[config.mk]
export PLATFORM = sky130hd
export DESIGN_NAME = lcd_subpixel_text_blend
export DESIGN_NICKNAME = d
export VERILOG_FILES = /design/src/hdl/sptb_pkg.sv /design/src/hdl/lcd_subpixel_text_blend.sv /design/src/hdl/sptb_scale.sv /design/src/hdl/sptb_blend.sv
export SDC_FILE = /design/constraint.sdc
export NUM_CORES = 2
export LEC_CHECK = 0
export BUFFER_PORTS_ARGS = -buffer_cell sky130_fd_sc_hd__buf_2
export CAP_MARGIN = 20
export CORE_MARGIN = 10
export CORE_UTILIZATION = 46
export CTS_CLUSTER_SIZE = 20
export DETAILED_ROUTE_END_ITERATION = 12
export SYNTH_ARGS = -nofsm -noshare
export SYNTH_HDL_FRONTEND = slang
export SYNTH_HIERARCHICAL = 1
export SYNTH_SLANG_ARGS = --single-unit
[constraint.sdc]
create_clock -name i_clk -period 20.7 [get_ports i_clk]
set_clock_uncertainty 0.1 [all_clocks]
set_input_delay 3.105 -clock i_clk [delete_from_list [all_inputs] [get_ports i_clk]]
set_output_delay 3.105 -clock i_clk [all_outputs]
set_load 0.01 [all_outputs]
[src/hdl/sptb_pkg.sv]
package sptb_pkg;

    localparam int CFG_IDX_W = 3;

    localparam logic [CFG_IDX_W-1:0] CFG_TEXT_RED   = 3'd0;
    localparam logic [CFG_IDX_W-1:0] CFG_TEXT_GREEN = 3'd1;
    localparam logic [CFG_IDX_W-1:0] CFG_TEXT_BLUE  = 3'd2;
    localparam logic [CFG_IDX_W-1:0] CFG_PASS_ALPHA = 3'd3;
    localparam logic [CFG_IDX_W-1:0] CFG_BGR_ORDER  = 3'd4;

    localparam logic [7:0] FULL_SCALE = 8'd255;

    // channel slots in the per-channel arrays
    localparam int CH_BLUE  = 0;
    localparam int CH_GREEN = 1;
    localparam int CH_RED   = 2;
    localparam int NUM_CH   = 3;

    typedef struct packed {
        logic [7:0] cov_first;
        logic [7:0] cov_second;
        logic [7:0] cov_third;
        logic [7:0] dst_blue;
        logic [7:0] dst_green;
        logic [7:0] dst_red;
        logic [7:0] dst_alpha;
    } t_in;

    typedef struct packed {
        logic [7:0] out_blue;
        logic [7:0] out_green;
        logic [7:0] out_red;
        logic [7:0] out_alpha;
    } t_out;

    typedef struct packed {
        logic [7:0] text_red;
        logic [7:0] text_green;
        logic [7:0] text_blue;
        logic [7:0] pass_alpha;
        logic       bgr_order;
    } t_cfg;

    // scaled pixel handed from the scale unit to the blend unit
    typedef struct packed {
        logic [NUM_CH-1:0][7:0] cov;
        logic [NUM_CH-1:0][7:0] color;
        logic [NUM_CH-1:0][7:0] dst;
        logic [7:0]             alpha;
    } t_mid;

    // exact x / 255 for any product of two bytes
    function automatic logic [7:0] div255(input logic [15:0] x);
        logic [16:0] s;
        s = {1'b0, x} + {9'd0, x[15:8]} + 17'd1;
        return s[15:8];
    endfunction

endpackage

[src/hdl/lcd_subpixel_text_blend.sv]
// a pixel accepted with i_valid and o_ready moves through the register stages below in order to o_valid
// throughput: one pixel per cycle while i_ready is high, four register stages (multiply, /255, multiply, /255)
// each stage holds its pixel while the next is full, so o_ready falls only when all are full
// reset (synchronous, active low) empties the pipeline and loads the register defaults:
// text color black, pass alpha 255, rgb subpixel order
module lcd_subpixel_text_blend
    import sptb_pkg::*;
(
    input  logic                 i_clk,
    input  logic                 i_rst_n,
    input  logic                 i_valid,
    output logic                 o_ready,
    input  t_in                  i_data,
    output logic                 o_valid,
    input  logic                 i_ready,
    output t_out                 o_data,
    input  logic                 i_cfg_valid,
    output logic                 o_cfg_ready,
    input  logic [CFG_IDX_W-1:0] i_cfg_index,
    input  logic [7:0]           i_cfg_data
);

    t_cfg r_cfg;
    logic mid_valid;
    logic mid_ready;
    t_mid mid_data;

    assign o_cfg_ready = 1'b1;

    always_ff @(posedge i_clk) begin
        if (!i_rst_n) begin
            r_cfg.text_red   <= 8'd0;
            r_cfg.text_green <= 8'd0;
            r_cfg.text_blue  <= 8'd0;
            r_cfg.pass_alpha <= FULL_SCALE;
            r_cfg.bgr_order  <= 1'b0;
        end else if (i_cfg_valid) begin
            case (i_cfg_index)
                CFG_TEXT_RED:   r_cfg.text_red   <= i_cfg_data;
                CFG_TEXT_GREEN: r_cfg.text_green <= i_cfg_data;
                CFG_TEXT_BLUE:  r_cfg.text_blue  <= i_cfg_data;
                CFG_PASS_ALPHA: r_cfg.pass_alpha <= i_cfg_data;
                CFG_BGR_ORDER:  r_cfg.bgr_order  <= i_cfg_data[0];
                default: ;
            endcase
        end
    end

    sptb_scale u_scale (
        .i_clk   (i_clk),
        .i_rst_n (i_rst_n),
        .i_cfg   (r_cfg),
        .i_valid (i_valid),
        .o_ready (o_ready),
        .i_data  (i_data),
        .o_valid (mid_valid),
        .i_ready (mid_ready),
        .o_data  (mid_data)
    );

    sptb_blend u_blend (
        .i_clk   (i_clk),
        .i_rst_n (i_rst_n),
        .i_valid (mid_valid),
        .o_ready (mid_ready),
        .i_data  (mid_data),
        .o_valid (o_valid),
        .i_ready (i_ready),
        .o_data  (o_data)
    );

endmodule

[src/hdl/sptb_scale.sv]
module sptb_scale
    import sptb_pkg::*;
(
    input  logic i_clk,
    input  logic i_rst_n,
    input  t_cfg i_cfg,
    input  logic i_valid,
    output logic o_ready,
    input  t_in  i_data,
    output logic o_valid,
    input  logic i_ready,
    output t_mid o_data
);

    logic                    r_va;
    logic [NUM_CH-1:0][15:0] r_cov_prod;
    logic [NUM_CH-1:0][15:0] r_col_prod;
    logic [NUM_CH-1:0][7:0]  r_dst;
    logic [7:0]              r_dst_alpha;
    logic                    r_vb;
    t_mid                    r_mid;
    t_mid                    n_mid;

    logic                    ready_a;
    logic                    ready_b;
    logic [NUM_CH-1:0][7:0]  cov_sel;
    logic [NUM_CH-1:0][7:0]  col_sel;

    assign ready_b = !r_vb || i_ready;
    assign ready_a = !r_va || ready_b;
    assign o_ready = ready_a;

    // scaling by full scale is exact, so the product path also covers solid text
    always_comb begin
        cov_sel[CH_GREEN] = i_data.cov_second;
        if (i_cfg.bgr_order) begin
            cov_sel[CH_RED]  = i_data.cov_third;
            cov_sel[CH_BLUE] = i_data.cov_first;
        end else begin
            cov_sel[CH_RED]  = i_data.cov_first;
            cov_sel[CH_BLUE] = i_data.cov_third;
        end
        col_sel[CH_RED]   = i_cfg.text_red;
        col_sel[CH_GREEN] = i_cfg.text_green;
        col_sel[CH_BLUE]  = i_cfg.text_blue;
    end

    always_ff @(posedge i_clk) begin
        if (!i_rst_n) begin
            r_va <= 1'b0;
        end else if (ready_a) begin
            r_va <= i_valid;
        end
    end

    always_ff @(posedge i_clk) begin
        if (ready_a && i_valid) begin
            for (int c = 0; c < NUM_CH; c++) begin
                r_cov_prod[c] <= 16'(cov_sel[c]) * 16'(i_cfg.pass_alpha);
                r_col_prod[c] <= 16'(col_sel[c]) * 16'(i_cfg.pass_alpha);
            end
            r_dst[CH_BLUE]  <= i_data.dst_blue;
            r_dst[CH_GREEN] <= i_data.dst_green;
            r_dst[CH_RED]   <= i_data.dst_red;
            r_dst_alpha     <= i_data.dst_alpha;
        end
    end

    always_comb begin
        for (int c = 0; c < NUM_CH; c++) begin
            n_mid.cov[c]   = div255(r_cov_prod[c]);
            n_mid.color[c] = div255(r_col_prod[c]);
        end
        n_mid.dst = r_dst;
        // any surviving coverage clears the alpha
        if ((n_mid.cov[CH_RED] | n_mid.cov[CH_GREEN] | n_mid.cov[CH_BLUE]) != 8'd0) begin
            n_mid.alpha = 8'd0;
        end else begin
            n_mid.alpha = r_dst_alpha;
        end
    end

    always_ff @(posedge i_clk) begin
        if (!i_rst_n) begin
            r_vb <= 1'b0;
        end else if (ready_b) begin
            r_vb <= r_va;
        end
    end

    always_ff @(posedge i_clk) begin
        if (ready_b && r_va) begin
            r_mid <= n_mid;
        end
    end

    assign o_valid = r_vb;
    assign o_data  = r_mid;

endmodule

[src/hdl/sptb_blend.sv]
module sptb_blend
    import sptb_pkg::*;
(
    input  logic i_clk,
    input  logic i_rst_n,
    input  logic i_valid,
    output logic o_ready,
    input  t_mid i_data,
    output logic o_valid,
    input  logic i_ready,
    output t_out o_data
);

    logic                    r_vc;
    logic [NUM_CH-1:0][15:0] r_prod;
    logic [NUM_CH-1:0]       r_neg;
    logic [NUM_CH-1:0][7:0]  r_dst;
    logic [7:0]              r_alpha;
    logic                    r_vd;
    t_out                    r_out;
    t_out                    n_out;

    logic                    ready_c;
    logic                    ready_d;
    logic [NUM_CH-1:0][7:0]  diff_mag;
    logic [NUM_CH-1:0]       diff_neg;
    logic [NUM_CH-1:0][7:0]  step;
    logic [NUM_CH-1:0][7:0]  chan;

    assign ready_d = !r_vd || i_ready;
    assign ready_c = !r_vc || ready_d;
    assign o_ready = ready_c;

    // magnitude and sign of color - dst, so the quotient truncates toward zero
    always_comb begin
        for (int c = 0; c < NUM_CH; c++) begin
            diff_neg[c] = i_data.color[c] < i_data.dst[c];
            if (diff_neg[c]) begin
                diff_mag[c] = i_data.dst[c] - i_data.color[c];
            end else begin
                diff_mag[c] = i_data.color[c] - i_data.dst[c];
            end
        end
    end

    always_ff @(posedge i_clk) begin
        if (!i_rst_n) begin
            r_vc <= 1'b0;
        end else if (ready_c) begin
            r_vc <= i_valid;
        end
    end

    always_ff @(posedge i_clk) begin
        if (ready_c && i_valid) begin
            for (int c = 0; c < NUM_CH; c++) begin
                r_prod[c] <= 16'(diff_mag[c]) * 16'(i_data.cov[c]);
            end
            r_neg   <= diff_neg;
            r_dst   <= i_data.dst;
            r_alpha <= i_data.alpha;
        end
    end

    // result stays between dst and color, no wrap possible
    always_comb begin
        for (int c = 0; c < NUM_CH; c++) begin
            step[c] = div255(r_prod[c]);
            if (r_neg[c]) begin
                chan[c] = r_dst[c] - step[c];
            end else begin
                chan[c] = r_dst[c] + step[c];
            end
        end
        n_out.out_blue  = chan[CH_BLUE];
        n_out.out_green = chan[CH_GREEN];
        n_out.out_red   = chan[CH_RED];
        n_out.out_alpha = r_alpha;
    end

    always_ff @(posedge i_clk) begin
        if (!i_rst_n) begin
            r_vd <= 1'b0;
        end else if (ready_d) begin
            r_vd <= r_vc;
        end
    end

    always_ff @(posedge i_clk) begin
        if (ready_d && r_vc) begin
            r_out <= n_out;
        end
    end

    assign o_valid = r_vd;
    assign o_data  = r_out;

endmodule
==> results.json <==
{
  "clk_pin_slew_ns": 0.06,
  "grt.overflow.total": 0,
  "first_pass_iters": 5,
  "synth_edf_count": 323,
  "ctsHoldBuffers": 0,
  "synth_top_family_by_area": "adder cells",
  "fin_ws_ns": 13.28,
  "start_util_pct": 46.5,
  "cp_num_buf_inv": 2,
  "synth-xor-area-share_pct": 4.82,
  "routed.top_layer": "met4",
  "cts_buffers": 44,
  "p_per_area_nw_per_um2": 134,
  "wl_met1_um": 36900,
  "crit_type": "primary input to output port",
  "htree_levels": 2,
  "wl_met2_um": 33500,
  "tns_ns": 0,
  "die_w_um": 300,
  "post_cts.repair.setup_buffers": 0,
  "syn_area_um2": 36200,
  "multi_input_area_um2": 23400,
  "peakVddDrop_uv": 91.0,
  "grt_pass1_vias": 24377,
  "gp_congestion": 0.813,
  "cts_tree": "built",
  "pre_cts_ws_ns": 12.81,
  "cts.repair.resized": 0,
  "synth_compound_area_share_pct": 8.18,
  "slew_violations": 0,
  "async_reset_ff_share_pct": 0,
  "grt_pass1_wl_um": 126000,
  "start_kind": "primary input",
  "syn_avg_cell_area_um2": 10.4,
  "finalNetCount": 4430,
  "wl_met3_um": 2600,
  "wl_um": 74200,
  "yosys.area_share.simple_pct": 15.3,
  "status": "complete, no violations",
  "post-route-min-period_ns": 7.42,
  "power_mw": 5.25,
  "ys_seq_elements": 360,
  "grt_usage_pct": 16.8,
  "p_leak_nw": 18.1,
  "stdcell_area_um2": 39400,
  "synth-adder-area-share_pct": 34.2,
  "cp_slowest_stage_delay_ns": 0.32,
  "die_area_um2": 90300,
  "max-cap-violations": 0,
  "drc": 0,
  "core.rowCount": 102,
  "drive_gt1_share_pct": 7.25,
  "min_path_type": "flip-flop to flip-flop",
  "worstMarginPinSlew_ns": 1.06,
  "worstPathMaxFanout": 4,
  "instances_no_fill": 4643,
  "ys_warn_count": 6,
  "yosysSeqAreaShare_pct": 28.9,
  "ant_nets": 0,
  "synthCells": 3466,
  "synth_mux_area_share_pct": 2.04,
  "die_h_um": 300,
  "fmax_ghz": 0.135,
  "synth_nets": 4327,
  "clk_latency_ns": 0.58,
  "synthFlopType": "edfxtp_1",
  "drt_iter0_markers": 933,
  "grt_max_degree": 84,
  "critPathCaptureType": "output port",
  "place_hpwl_um": 57900,
  "grt_antenna_before_repair": 0,
  "max-slew-margin-rel_pct": 29.0,
  "slowest_stage": "nor2b_1",
  "ys_types": 96,
  "required_ns": 17.50,
  "viasPerCell": 5.04,
  "fill_cells": 7097,
  "core_area_um2": 77700,
  "hold_viol_final": 0,
  "fin_hold_ws_ns": 0.306,
  "crit_path_cell_trace": "buf_2 -> nor2b_1 -> nand2_1 -> nor2b_1 -> nand2_1 -> buf_2",
  "cp_top_family": "simple AND/OR/NAND/NOR gates",
  "place.port_buffers": 105,
  "cts_root_buffer": "clkbuf_16",
  "cts_buffer_depth": 3,
  "num_vias": 23383,
  "arrival_ns": 4.21,
  "utilization_pct": 50.6,
  "rsz0062_at_grt": "false",
  "seqCellArea_um2": 10400,
  "dp_cells": 4562,
  "clkSinkCount": 360,
  "routedWlPerCell_um": 16.0,
  "syn2layout_area_growth_pct": 8.79,
  "ios": 107,
  "period_share_pct": 35.8,
  "placed_area_um2": 37900,
  "finalSetupViolCount": 0
}
-- layout make-up --
type / instances / area share, %
tap: 1040 / 3.31
multi-input combinational: 2477 / 59.4
antenna: 1 / 0.00636
sequential: 360 / 26.5
clock inverter: 26 / 0.693
clock buffer: 53 / 3.00
timing repair buffer: 120 / 1.67
inverter: 566 / 5.40
-- synth_stat cells, types with 14 or more instances --
cell      instances  share of area (%)
and3_1           19               0.33
ha_1            456                 16
o21bai_1         14               0.29
inv_1           566                5.9
nand3_1          48               0.66
nor2b_1         149                2.6
dfxtp_1          37                2.0
xnor2_1         143                3.5
a21o_1           43               0.89
mux2i_1          62                1.7
clkbuf_1         55               0.57
nand2b_1         36               0.62
a211oi_1         23               0.48
o211ai_1         15               0.31
and2_1          344                5.9
nand2_1         188                2.0
o21a_1           38               0.79
fa_1            333                 18
edfxtp_1        323                 27
a21oi_1          89                1.2
xor2_1           56                1.4
nor3_1           41               0.57
nor2_1          112                1.2
o21ai_0          71               0.98
-- sequential cells by signal, indices dropped and copies added, names as in the netlist, 3 cells and up --
signal	count
u_scale/r_dst_alpha	8
u_scale/n_mid	24
r_cfg	33
u_blend/r_neg	3
u_blend/r_prod	48
u_scale/r_cov_prod	48
u_blend/o_data	32
u_scale/o_data	80
u_blend/r_dst	24
u_scale/r_col_prod	48
u_blend/r_alpha	8
-- worst register-to-register path: cells and delay by family, from the launching register on --
kind | cells | cell delay [ns]
fa+ha+maj | 7 | 2.88
compound gates | 7 | 1.70
simple gates | 4 | 1.12
flops | 1 | 0.44
buf+inv | 6 | 0.35
mux | 1 | 0.26
xor+xnor | 1 | 0.12
-- metal layers --
metal / vias to the layer above / GRT usage, %
met5: - / 0
met4: 0 / 3.19
met3: 75 / 2.44
met2: 302 / 27.5
met1: 11301 / 23.6
li1: 11705 / -
-- layout by cell type, fill, tap and decap left out, drive strengths merged, types with 8 or more instances in the layout --
master,count
xnor2,143
nor2,113
dfxtp,37
o21a,38
inv,570
nand2,189
and2,345
xor2,56
a21o,43
o21ba,8
clkinv,14
mux2,10
edfxtp,323
ha,456
buf,120
a31oi,9
o21bai,14
o31ai,9
nor3b,12
fa,333
and3,20
or3,9
mux2i,62
o21ai,77
o41ai,13
nand3,48
o211ai,16
nor2b,149
clkbuf,53
nor3,41
a21oi,90
nand2b,36
a211oi,25
-- where the power goes --
| part | total, mW | internal, mW | switching, mW |
|---|---|---|---|
| clock network | 0.771 | 0.459 | 0.312 |
| registers | 1.27 | 1.13 | 0.140 |
| logic | 3.21 | 1.48 | 1.73 |
| total | 5.25 | 3.07 | 2.19 |
-- path summary, 6_finish.rpt --
kind | startpoint | end | slack, ns | depth (start not counted)
max | i_ready | o_ready | 13.28 | 6
min | u_scale/n_mid[23] | u_scale/o_data[23] | 0.31 | 0
max reg2reg | u_scale/o_data[40] | u_blend/r_prod[31] | 13.48 | 26
min reg2reg | u_scale/n_mid[23] | u_scale/o_data[23] | 0.31 | 0
-- kinds of logic after synthesis --
logic type / Yosys count
simple gates: 1005
xor+xnor: 199
other cells: 1
mux: 72
compound gates: 411
buf+inv: 629
fa+ha+maj: 789
flops: 360
No activity file was read; power rests on OpenSTA's default activity.
